[config.mk]
export PLATFORM = sky130hd
export DESIGN_NAME = positional_list_engine_unit
export DESIGN_NICKNAME = d
export VERILOG_FILES = /design/src/sv/ple_pkg.sv /design/src/sv/positional_list_engine_unit.sv /design/src/sv/ple_datapath.sv /design/src/sv/ple_ctrl.sv
export SDC_FILE = /design/constraint.sdc
export NUM_CORES = 1
export LEC_CHECK = 0
export BUFFER_PORTS_ARGS = -buffer_cell sky130_fd_sc_hd__buf_2
export CELL_PAD_IN_SITES_DETAIL_PLACEMENT = 0
export CELL_PAD_IN_SITES_GLOBAL_PLACEMENT = 1
export CORE_MARGIN = 2
export CORE_UTILIZATION = 36
export CTS_CLUSTER_DIAMETER = 100
export DETAILED_ROUTE_END_ITERATION = 6
export PLACE_DENSITY = 0.54
export SYNTH_ARGS = -nofsm -noshare
export SYNTH_HDL_FRONTEND = slang
export SYNTH_SLANG_ARGS = --single-unit
[constraint.sdc]
create_clock -name clk -period 5.9 [get_ports clk]
set_clock_uncertainty 0.2 [all_clocks]
set_input_delay 0.885 -clock clk [delete_from_list [all_inputs] [get_ports clk]]
set_output_delay 0.885 -clock clk [all_outputs]
set_load 0.05 [all_outputs]
[src/sv/ple_pkg.sv]
// Package for the positional list engine: transfer payload types, op and
// status codes, and the command/status structs between controller and datapath.
// No dependencies.
`timescale 1ns / 1ps

package ple_pkg;

	// Operation codes carried in the op field
	localparam logic [1:0] OP_INSERT = 2'd0;
	localparam logic [1:0] OP_DELETE = 2'd1;
	localparam logic [1:0] OP_SEARCH = 2'd2;

	// Status codes returned with every result
	localparam logic [2:0] ST_OK       = 3'd0;
	localparam logic [2:0] ST_BOUNDS   = 3'd1;
	localparam logic [2:0] ST_EMPTY    = 3'd2;
	localparam logic [2:0] ST_FULL     = 3'd3;
	localparam logic [2:0] ST_FOUND    = 3'd4;
	localparam logic [2:0] ST_NOTFOUND = 3'd5;

	typedef struct packed {
		logic [1:0]         op;
		logic [4:0]         position;
		logic signed [31:0] value;
	} cmd_item_t;

	typedef struct packed {
		logic [2:0] status;
		logic [4:0] count;
	} rsp_item_t;

	// Walk index update
	typedef enum logic [2:0] {
		IDX_HOLD,
		IDX_COUNT,
		IDX_POSM1,
		IDX_ZERO,
		IDX_INC,
		IDX_DEC
	} idx_op_t;

	// Memory read address selection
	typedef enum logic [1:0] {
		RD_NONE,
		RD_PREV,
		RD_NEXT,
		RD_HERE
	} rd_op_t;

	// Memory write selection
	typedef enum logic [1:0] {
		WR_NONE,
		WR_SHIFT,
		WR_VALUE
	} wr_op_t;

	typedef struct packed {
		logic       capture;
		idx_op_t    idx_op;
		rd_op_t     rd_op;
		wr_op_t     wr_op;
		logic       cnt_inc;
		logic       cnt_dec;
		logic       res_load;
		logic [2:0] res_status;
	} dp_ctrl_t;

	typedef struct packed {
		logic [1:0] op;
		logic       full;
		logic       empty;
		logic       ins_bad;
		logic       del_bad;
		logic       ins_more;
		logic       del_more;
		logic       srch_more;
		logic       match;
		logic       out_free;
	} dp_stat_t;

endpackage

[src/sv/positional_list_engine_unit.sv]
// A command that only returns a status (list full, list empty, out of bounds,
// unused op code) goes from decode straight to the result; an insert, delete or
// search first walks the list, one shift or compare per entry, and a search
// stops at the first match. One command at a time: the next transfer can be
// taken in the cycle after the result is loaded.
// Reset (arst_n, asynchronous): list empty, no result pending; memory not cleared.
`timescale 1ns / 1ps

module positional_list_engine_unit #(
	parameter int DEPTH = 16
) (
	input  logic               clk,
	input  logic               arst_n,
	input  logic               cmd_valid,
	output logic               cmd_stall,
	input  ple_pkg::cmd_item_t cmd,
	output logic               rsp_valid,
	input  logic               rsp_stall,
	output ple_pkg::rsp_item_t rsp
);

	logic              ready;
	ple_pkg::dp_ctrl_t ctrl;
	ple_pkg::dp_stat_t stat;

	assign cmd_stall = !ready;

	ple_ctrl u_ctrl (
		.clk       (clk),
		.arst_n    (arst_n),
		.cmd_valid (cmd_valid),
		.ready     (ready),
		.stat      (stat),
		.ctrl      (ctrl)
	);

	ple_datapath #(
		.DEPTH (DEPTH)
	) u_datapath (
		.clk       (clk),
		.arst_n    (arst_n),
		.cmd       (cmd),
		.rsp_stall (rsp_stall),
		.rsp_valid (rsp_valid),
		.rsp       (rsp),
		.ctrl      (ctrl),
		.stat      (stat)
	);

endmodule

[src/sv/ple_datapath.sv]
// Datapath of the positional list engine: entry memory, entry count, walk
// index, captured command and the result register.
// Depends on ple_pkg.
`timescale 1ns / 1ps

module ple_datapath #(
	parameter int DEPTH = 16
) (
	input  logic                  clk,
	input  logic                  arst_n,
	input  ple_pkg::cmd_item_t    cmd,
	input  logic                  rsp_stall,
	output logic                  rsp_valid,
	output ple_pkg::rsp_item_t    rsp,
	input  ple_pkg::dp_ctrl_t     ctrl,
	output ple_pkg::dp_stat_t     stat
);

	localparam int CW = $clog2(DEPTH + 1);
	localparam int AW = (DEPTH > 1) ? $clog2(DEPTH) : 1;
	localparam int PW = CW + 6;

	logic [31:0]         mem [DEPTH];
	logic [31:0]         rdata_q;
	ple_pkg::cmd_item_t  cmd_q;
	logic [CW-1:0]       count_q;
	logic [CW-1:0]       idx_q;
	logic                out_valid_q;
	ple_pkg::rsp_item_t  rsp_q;

	logic [PW-1:0]       pos_w, cnt_w, idx_w, pos_m1;
	logic [CW-1:0]       idx_prev, idx_next;
	logic [AW-1:0]       rd_addr, wr_addr;
	logic [31:0]         wr_data;
	logic [CW+4:0]       cnt_ext;

	// Widened operands for bounds and walk compares
	assign pos_w    = PW'(cmd_q.position);
	assign cnt_w    = PW'(count_q);
	assign idx_w    = PW'(idx_q);
	assign pos_m1   = pos_w - PW'(1);
	assign idx_prev = idx_q - CW'(1);
	assign idx_next = idx_q + CW'(1);

	// Status to the controller
	always_comb begin
		stat.op        = cmd_q.op;
		stat.full      = (count_q == CW'(DEPTH));
		stat.empty     = (count_q == '0);
		stat.ins_bad   = (pos_w == '0) || (pos_w > cnt_w + PW'(1));
		stat.del_bad   = (pos_w == '0) || (pos_w > cnt_w);
		stat.ins_more  = (idx_w >= pos_w);
		stat.del_more  = (idx_w + PW'(1) < cnt_w);
		stat.srch_more = (idx_w < cnt_w);
		stat.match     = (rdata_q == cmd_q.value);
		stat.out_free  = !out_valid_q || !rsp_stall;
	end

	// Captured command
	always_ff @(posedge clk) begin
		if (ctrl.capture) cmd_q <= cmd;
	end

	// Entry count and walk index
	always_ff @(posedge clk or negedge arst_n) begin
		if (!arst_n) begin
			count_q <= '0;
			idx_q   <= '0;
		end else begin
			if (ctrl.cnt_inc) count_q <= count_q + CW'(1);
			else if (ctrl.cnt_dec) count_q <= count_q - CW'(1);
			case (ctrl.idx_op)
				ple_pkg::IDX_COUNT: idx_q <= count_q;
				ple_pkg::IDX_POSM1: idx_q <= pos_m1[CW-1:0];
				ple_pkg::IDX_ZERO:  idx_q <= '0;
				ple_pkg::IDX_INC:   idx_q <= idx_next;
				ple_pkg::IDX_DEC:   idx_q <= idx_prev;
				default:            idx_q <= idx_q;
			endcase
		end
	end

	// Memory address and data selection
	always_comb begin
		case (ctrl.rd_op)
			ple_pkg::RD_PREV: rd_addr = idx_prev[AW-1:0];
			ple_pkg::RD_NEXT: rd_addr = idx_next[AW-1:0];
			default:          rd_addr = idx_q[AW-1:0];
		endcase
		case (ctrl.wr_op)
			ple_pkg::WR_VALUE: begin
				wr_addr = pos_m1[AW-1:0];
				wr_data = cmd_q.value;
			end
			default: begin
				wr_addr = idx_q[AW-1:0];
				wr_data = rdata_q;
			end
		endcase
	end

	// Entry memory, one write and one registered read per cycle
	always_ff @(posedge clk) begin
		if (ctrl.wr_op != ple_pkg::WR_NONE) mem[wr_addr] <= wr_data;
		if (ctrl.rd_op != ple_pkg::RD_NONE) rdata_q <= mem[rd_addr];
	end

	// Result register
	assign cnt_ext = {5'd0, count_q};

	always_ff @(posedge clk or negedge arst_n) begin
		if (!arst_n) begin
			out_valid_q <= 1'b0;
		end else if (ctrl.res_load) begin
			out_valid_q <= 1'b1;
		end else if (!rsp_stall) begin
			out_valid_q <= 1'b0;
		end
	end

	always_ff @(posedge clk) begin
		if (ctrl.res_load) begin
			rsp_q.status <= ctrl.res_status;
			rsp_q.count  <= cnt_ext[4:0];
		end
	end

	assign rsp_valid = out_valid_q;
	assign rsp       = rsp_q;

	// Checks
	a_count_range: assert property (@(posedge clk) disable iff (!arst_n)
		count_q <= CW'(DEPTH))
		else $error("entry count beyond depth");

	a_cnt_excl: assert property (@(posedge clk) disable iff (!arst_n)
		!(ctrl.cnt_inc && ctrl.cnt_dec))
		else $error("count incremented and decremented together");

	a_res_free: assert property (@(posedge clk) disable iff (!arst_n)
		ctrl.res_load |-> (!out_valid_q || !rsp_stall))
		else $error("result loaded over a pending transfer");

	a_cnt_step: assert property (@(posedge clk) disable iff (!arst_n)
		ctrl.cnt_inc |=> (count_q == $past(count_q) + CW'(1)))
		else $error("insert did not grow the count");

endmodule

[src/sv/ple_ctrl.sv]
// Controller of the positional list engine: sequences decode, shift walks,
// search walk and result hand-off.
// Depends on ple_pkg.
`timescale 1ns / 1ps

module ple_ctrl (
	input  logic               clk,
	input  logic               arst_n,
	input  logic               cmd_valid,
	output logic               ready,
	input  ple_pkg::dp_stat_t  stat,
	output ple_pkg::dp_ctrl_t  ctrl
);

	typedef enum logic [3:0] {
		S_IDLE,
		S_DECODE,
		S_INS_CHK,
		S_INS_WR,
		S_DEL_CHK,
		S_DEL_WR,
		S_SRCH_CHK,
		S_SRCH_CMP,
		S_RESULT
	} state_t;

	state_t     state_q, state_d;
	logic [2:0] code_q, code_d;

	assign ready = (state_q == S_IDLE);

	// Next state and datapath commands
	always_comb begin
		state_d         = state_q;
		code_d          = code_q;
		ctrl            = '0;
		ctrl.idx_op     = ple_pkg::IDX_HOLD;
		ctrl.rd_op      = ple_pkg::RD_NONE;
		ctrl.wr_op      = ple_pkg::WR_NONE;
		ctrl.res_status = code_q;
		case (state_q)
			S_IDLE: begin
				if (cmd_valid) begin
					ctrl.capture = 1'b1;
					state_d      = S_DECODE;
				end
			end
			S_DECODE: begin
				case (stat.op)
					ple_pkg::OP_INSERT: begin
						if (stat.full) begin
							code_d  = ple_pkg::ST_FULL;
							state_d = S_RESULT;
						end else if (stat.ins_bad) begin
							code_d  = ple_pkg::ST_BOUNDS;
							state_d = S_RESULT;
						end else begin
							ctrl.idx_op = ple_pkg::IDX_COUNT;
							state_d     = S_INS_CHK;
						end
					end
					ple_pkg::OP_DELETE: begin
						if (stat.empty) begin
							code_d  = ple_pkg::ST_EMPTY;
							state_d = S_RESULT;
						end else if (stat.del_bad) begin
							code_d  = ple_pkg::ST_BOUNDS;
							state_d = S_RESULT;
						end else begin
							ctrl.idx_op = ple_pkg::IDX_POSM1;
							state_d     = S_DEL_CHK;
						end
					end
					ple_pkg::OP_SEARCH: begin
						ctrl.idx_op = ple_pkg::IDX_ZERO;
						state_d     = S_SRCH_CHK;
					end
					default: begin
						code_d  = ple_pkg::ST_BOUNDS;
						state_d = S_RESULT;
					end
				endcase
			end
			// shift tail entries up, then drop the value in
			S_INS_CHK: begin
				if (stat.ins_more) begin
					ctrl.rd_op = ple_pkg::RD_PREV;
					state_d    = S_INS_WR;
				end else begin
					ctrl.wr_op   = ple_pkg::WR_VALUE;
					ctrl.cnt_inc = 1'b1;
					code_d       = ple_pkg::ST_OK;
					state_d      = S_RESULT;
				end
			end
			S_INS_WR: begin
				ctrl.wr_op  = ple_pkg::WR_SHIFT;
				ctrl.idx_op = ple_pkg::IDX_DEC;
				state_d     = S_INS_CHK;
			end
			// close the gap by shifting later entries down
			S_DEL_CHK: begin
				if (stat.del_more) begin
					ctrl.rd_op = ple_pkg::RD_NEXT;
					state_d    = S_DEL_WR;
				end else begin
					ctrl.cnt_dec = 1'b1;
					code_d       = ple_pkg::ST_OK;
					state_d      = S_RESULT;
				end
			end
			S_DEL_WR: begin
				ctrl.wr_op  = ple_pkg::WR_SHIFT;
				ctrl.idx_op = ple_pkg::IDX_INC;
				state_d     = S_DEL_CHK;
			end
			// linear scan from the head
			S_SRCH_CHK: begin
				if (stat.srch_more) begin
					ctrl.rd_op = ple_pkg::RD_HERE;
					state_d    = S_SRCH_CMP;
				end else begin
					code_d  = ple_pkg::ST_NOTFOUND;
					state_d = S_RESULT;
				end
			end
			S_SRCH_CMP: begin
				if (stat.match) begin
					code_d  = ple_pkg::ST_FOUND;
					state_d = S_RESULT;
				end else begin
					ctrl.idx_op = ple_pkg::IDX_INC;
					state_d     = S_SRCH_CHK;
				end
			end
			S_RESULT: begin
				if (stat.out_free) begin
					ctrl.res_load = 1'b1;
					state_d       = S_IDLE;
				end
			end
			default: state_d = S_IDLE;
		endcase
	end

	// State and registered status code
	always_ff @(posedge clk or negedge arst_n) begin
		if (!arst_n) begin
			state_q <= S_IDLE;
			code_q  <= ple_pkg::ST_OK;
		end else begin
			state_q <= state_d;
			code_q  <= code_d;
		end
	end

	// Checks
	a_cap_idle: assert property (@(posedge clk) disable iff (!arst_n)
		ctrl.capture |=> (state_q == S_DECODE))
		else $error("capture did not lead to decode");

	a_load_result: assert property (@(posedge clk) disable iff (!arst_n)
		ctrl.res_load |-> (state_q == S_RESULT && stat.out_free))
		else $error("result loaded outside hand-off");

	a_no_rw_clash: assert property (@(posedge clk) disable iff (!arst_n)
		!(ctrl.rd_op != ple_pkg::RD_NONE && ctrl.wr_op != ple_pkg::WR_NONE))
		else $error("read and write issued in one cycle");

endmodule

Word-level counts from Yosys, hierarchy flattened:

Memories as Yosys holds them, arrays and structs flattened. A register that Yosys moved wholly into a read port is not among the register bits.
Index checks and enable logic that the tools add are counted.

* register bits: 65
* latch bits: 0
* bits in writable memories: 512
* memory bits (read-only): 0
* bits of input ports: 43
* word-level logic and storage cells: 123
* memories: 1

* $add $sub $neg: 7
* multipliers: 0
* div/mod/pow operators: 0
* magnitude comparators: 5
* equal/unequal tests: 30
* shift-type cells: 0
* muxes and demuxes: 52
* bitwise operators: 0
* reductions and logical operators: 18

Memories
* u_datapath.mem: words 16, width 32, read ports 1, clocked after memory_dff 1, write ports 1, RTL line ple_datapath.sv:23 `logic [31:0] mem [DEPTH];`

Operators with widths (number)
* $mux 4: 11
* $mux 3: 12
* $pmux 4 s9: 1
* $eq 32x32->1: 1
* $mux 32: 1
* $pmux 5 s5: 1
* $pmux 3 s3: 2
* $eq 4x3->1 const B: 4
* $pmux 3 s5: 1
* $sub 5x1->5 const B: 3
* $ne 2x2->1 const B: 7
* $mux 1: 13
* $add 5x1->6 const B: 2
* $pmux 3 s4: 1
* $pmux 4 s3: 1
* $gt 5x11->1: 1
* $logic_not 11->1: 1
* $lt 11x5->1: 1
* $add 5x1->5 const B: 2
* $mux 5: 2
* $reduce_bool 5->1: 2
* $eq 4x2->1 const B: 2
* $ne 4x4->1 const B: 2
* $pmux 4 s2: 1
* other kinds (24): 37

Depth between registers and ports, before layout:

* depth after elaboration: 9
* gate-level depth with buffers: 19
* mapped depth without buffers: 16

Cells and area by module:

A second synthesis with hierarchy kept.

* cells, all modules: 1376
* area total of the unflattened synthesis: 25181.7 um^2

By module, submodules not included
* ple_datapath: instances 1, cells an instance 1305, area an instance 24617.4 um^2, seq. area each 18022.3 um^2
* ple_ctrl: instances 1, cells an instance 70, area an instance 560.5 um^2, seq. area each 175.2 um^2
* positional_list_engine_unit: instances 1, cells an instance 1, area an instance 3.8 um^2, seq. area each 0.0 um^2

Least setup slack after synthesis:

OpenSTA, ideal clock, no wires.

* path kind: register to register
* start point: register u_datapath.idx_q[0]
* end point: register u_datapath.rdata_q[13] (read register of u_datapath.mem), data pin
* library setup time: 0.270 ns
* arrival: 3.964 ns
* required time: 5.430 ns
* setup slack: 1.466 ns
* stages on the path, launching flop included: 19
* buffers on the path: 3
* cell sequence: dfrtp_1 buf_2 inv_1 ha_1 ha_1 a21o_1 a211oi_1 o21ai_0 o21a_1 inv_1 ha_1 mux2i_1 a21oi_1 buf_2 buf_2 mux4_2 nor2b_1 a211oi_1 a21oi_1

* longest elaborated chain between the ends: 6

RTL lines
* start, declared: RTL line ple_datapath.sv:27 `logic [CW-1:0] idx_q;`
* start signal, assigned: RTL line ple_datapath.sv:73 `ple_pkg::IDX_COUNT: idx_q <= count_q;`
* start signal, assigned: RTL line ple_datapath.sv:74 `ple_pkg::IDX_POSM1: idx_q <= pos_m1[CW-1:0];`
* start signal, assigned: RTL line ple_datapath.sv:76 `ple_pkg::IDX_INC: idx_q <= idx_next;`
* $add 5x1->6: RTL line ple_datapath.sv:53 `stat.del_more = (idx_w + PW'(1) < cnt_w);`
* $lt 11x5->1: RTL line ple_datapath.sv:53
* $mux 2: RTL line ple_ctrl.sv:103 `if (stat.del_more) begin`
* $pmux 2 s3: RTL line ple_ctrl.sv:41 `case (state_q)`
* $eq 2x2->1 / $eq 2x1->1 (equally long branches): RTL line ple_datapath.sv:85 `case (ctrl.rd_op)`
* $pmux 4 s2: RTL line ple_datapath.sv:85
* end, declared: RTL line ple_datapath.sv:24 `logic [31:0] rdata_q;`

Parallel ways exist; a longest one is shown, timed or not.
A chain may end at the register's enable or synchronous reset.

Worst setup path in the final report:

* start point: register u_datapath.idx_q[0]
* end point: register u_datapath.rdata_q[2] (read register of u_datapath.mem), data pin

The elaborated chain is that of the path after synthesis.

==> results.ini <==
[status]
status=complete, no violations

[yosys]
synth.distinct_cells=55
async_reset_ff_frac=0.02956
syn_area_mm2=0.02485
yosys_most_used_dff=edfxtp_1
ys_seq_elements=609
synth_cells=1335
synthTopCellsByArea=edfxtp_1 (71%), mux4_2 (12%), nand2_1 (1.9%)
syn_nets=1413
synth_top_cell_by_area=edfxtp_1
yosysSeqAreaShare=0.7323
synth_top_area_share=0.7142
avgSynthCellArea_um2=18.61
yosysWarnings=0
synth_edf_count=591

[clock_network]
cts_num_sinks=609
cts_root_buffer=clkbuf_16
numCtsBuffers=69
clk_latency_ns=0.60
cts_max_level=3
clock_path_buffers=3
postCtsSetupRepairBufs=0
clk_pin_slew_ns=0.06
cts_hold_buffers=0
cts_tree=yes
post_cts_resize_count=0

[setup_path]
r2r_start=u_datapath.idx_q[0]
slowest_stage=mux4_2
worstSetupEndpointType=flop
crit_path_frequent_cell=ha_1
reg2regPathDepth=15
cp_top_family=compound AO/OA/AOI/OAI gates
worst-path-buf-inv=2
crit_chain=inv_1, ha_1, ha_1, a21o_1, a211oi_1, o21ai_0, o21a_1, ha_1, nor2_1, a21oi_4, buf_4, mux4_2, nor2b_1, a211oi_1, a21oi_1
required_ns=6.02
worstReg2RegEnd=u_datapath.rdata_q[2]
start_kind=flop
slowest_delay_ns=0.54
crit_fanout=19
arrival_ns=5.46
crit_type=flop to flop
regToRegSetupSlack_ns=0.56

[routing]
first_pass_iters=5
drtIter0Drc=1030
postRouteAntennaNets=0
routed_wl_um=61370
num_vias=12420
drcViolationCount=0
avgViaCountPerCell=5.227
wl_per_cell_um=25.84

[sta]
finalSetupTns_ns=0
setup_viol=0
timing.slew.headroom=0.3087
fin_crit_sh=0.9054
finalMaxSlewViolations=0
fmax_mhz=187.2
finalHoldViolations=0
min_period_ns=5.342
tightest_slew_ns=1.032
rsz0062_at_grt=no

[placement]
port_buffers=52
dp_hpwl_um=34150
gp_congestion=0.7675
post_dp_cell_area_mm2=0.02659
place_inst=2251

[power_and_ir_drop]
ir_drop_uv=278.6
power_density_mw_per_mm2=494.2
leakagePower_uw=0.009440
power_uw=14230

[flow_run]
drv_cap=0

[cells_and_area]
fin_nets=1518
drive_gt1_frac=0.2378
seqCellArea_mm2=0.01820
fill_cells=6088
fin_area_mm2=0.02879
post-route-util=0.4205
final_common_cell=edfxtp_1
antenna_cells=0
layout_common_cells=edfxtp_1 (591), mux4_2 (128), nand2_1 (124)
syn_to_final_growth_pct=15.86
finalNonFillerCells=2375
multi_input_area_mm2=0.006421

[floorplanning]
pin_count=53
core_mm2=0.06847
fp.dieH_um=266.7
dieArea_mm2=0.07114
die_w_um=266.7
initial_core_util=0.3629
placementRows=96

[global_route]
overflow=0
grt_pass1_vias=12840
grtUsageTotal=0.1769
grt_max_degree=60
antenna_found_initial=0
grt_pass1_wl_um=89760

[hold_path]
hold_path.class=primary input to asynchronous set/reset pin

-- sequential cells by signal, indices dropped and copies added, names as in the netlist, 2 cells and up --
name                count
u_ctrl.code_q           3
u_ctrl.state_q          4
u_datapath.idx_q        5
u_datapath.count_q      5
u_datapath.rdata_q     32
u_datapath.stat         2
u_datapath.rsp          8
u_datapath.cmd_q       37
u_datapath.mem        512
-- power breakdown --
group | total, µW | internal (µW) | switching (µW)
logic | 4230 | 1760 | 2470
clock network | 4170 | 2440 | 1720
registers | 5820 | 5580 | 242
-- stage by stage --
step,hold slack [ns],worst slack [ns]
finish,0.04866,0.5583
global route,0.05279,0.1237
CTS,0.02916,0.5280
detailed placement,0.2538,0.5584
global placement,0.2529,0.6273
floorplan,0.2194,1.466
-- area by class of cell --
cell class                 count  share of cell area
sequential                   609              0.6321
multi-input combinational    638              0.2230
clock buffer                  76             0.06163
tap                          882             0.03833
timing repair buffer          95             0.02677
clock inverter                48             0.01465
inverter                      27            0.003520
-- worst max-delay path by stage --
stage	start	endpoint	depth (start not counted)
floorplan	u_datapath.idx_q[0]	u_datapath.rdata_q[13]	18
global placement	u_datapath.idx_q[0]	u_datapath.rdata_q[25]	15
detailed placement	u_datapath.idx_q[0]	u_datapath.rdata_q[2]	15
CTS	u_datapath.idx_q[0]	u_datapath.rdata_q[2]	15
global route	u_datapath.idx_q[0]	u_datapath.rdata_q[2]	15
finish	u_datapath.idx_q[0]	u_datapath.rdata_q[2]	15
-- cell usage after synthesis, types with 2 or more instances --
cell	instances
xnor2_1	45
a21o_1	6
nand4_1	10
a31oi_1	3
mux2_2	3
clkbuf_1	26
o31a_1	2
nor3_1	6
nor2_1	31
xor2_1	5
o211ai_1	6
buf_2	22
or3_1	2
a21oi_1	48
nand2_1	124
nand4b_1	2
a211oi_1	36
o21ai_0	10
mux2i_1	40
nor4_1	5
inv_1	26
edfxtp_1	591
nand2b_1	2
o32a_1	2
dfrtp_1	18
and2_1	4
a221oi_1	5
and3_1	3
a22oi_1	2
buf_4	8
o22ai_1	3
nor2b_1	39
nor3b_1	3
ha_1	34
nand3_1	12
mux4_2	128
buf_1	5
-- kinds of logic (layout without fill, tap and decap cells) --
family	after synthesis	count (layout)	synth area share
XOR/XNOR	50	50	0.01762
buffers and inverters	88	246	0.01561
AO/OA/AOI/OAI	134	134	0.03610
adder cells (fa/ha/maj)	35	35	0.01793
AND/OR/NAND/NOR	247	247	0.04648
multiplexers	172	172	0.1339
flip-flops	609	609	0.7323
-- layer usage --
metal  global-route usage  wire (µm)
met5                    0          0
met4              0.03978       1099
met3              0.02998       2272
met2               0.2977      30520
met1               0.2412      27480
Note: power is estimated with default switching activity, not from simulation.
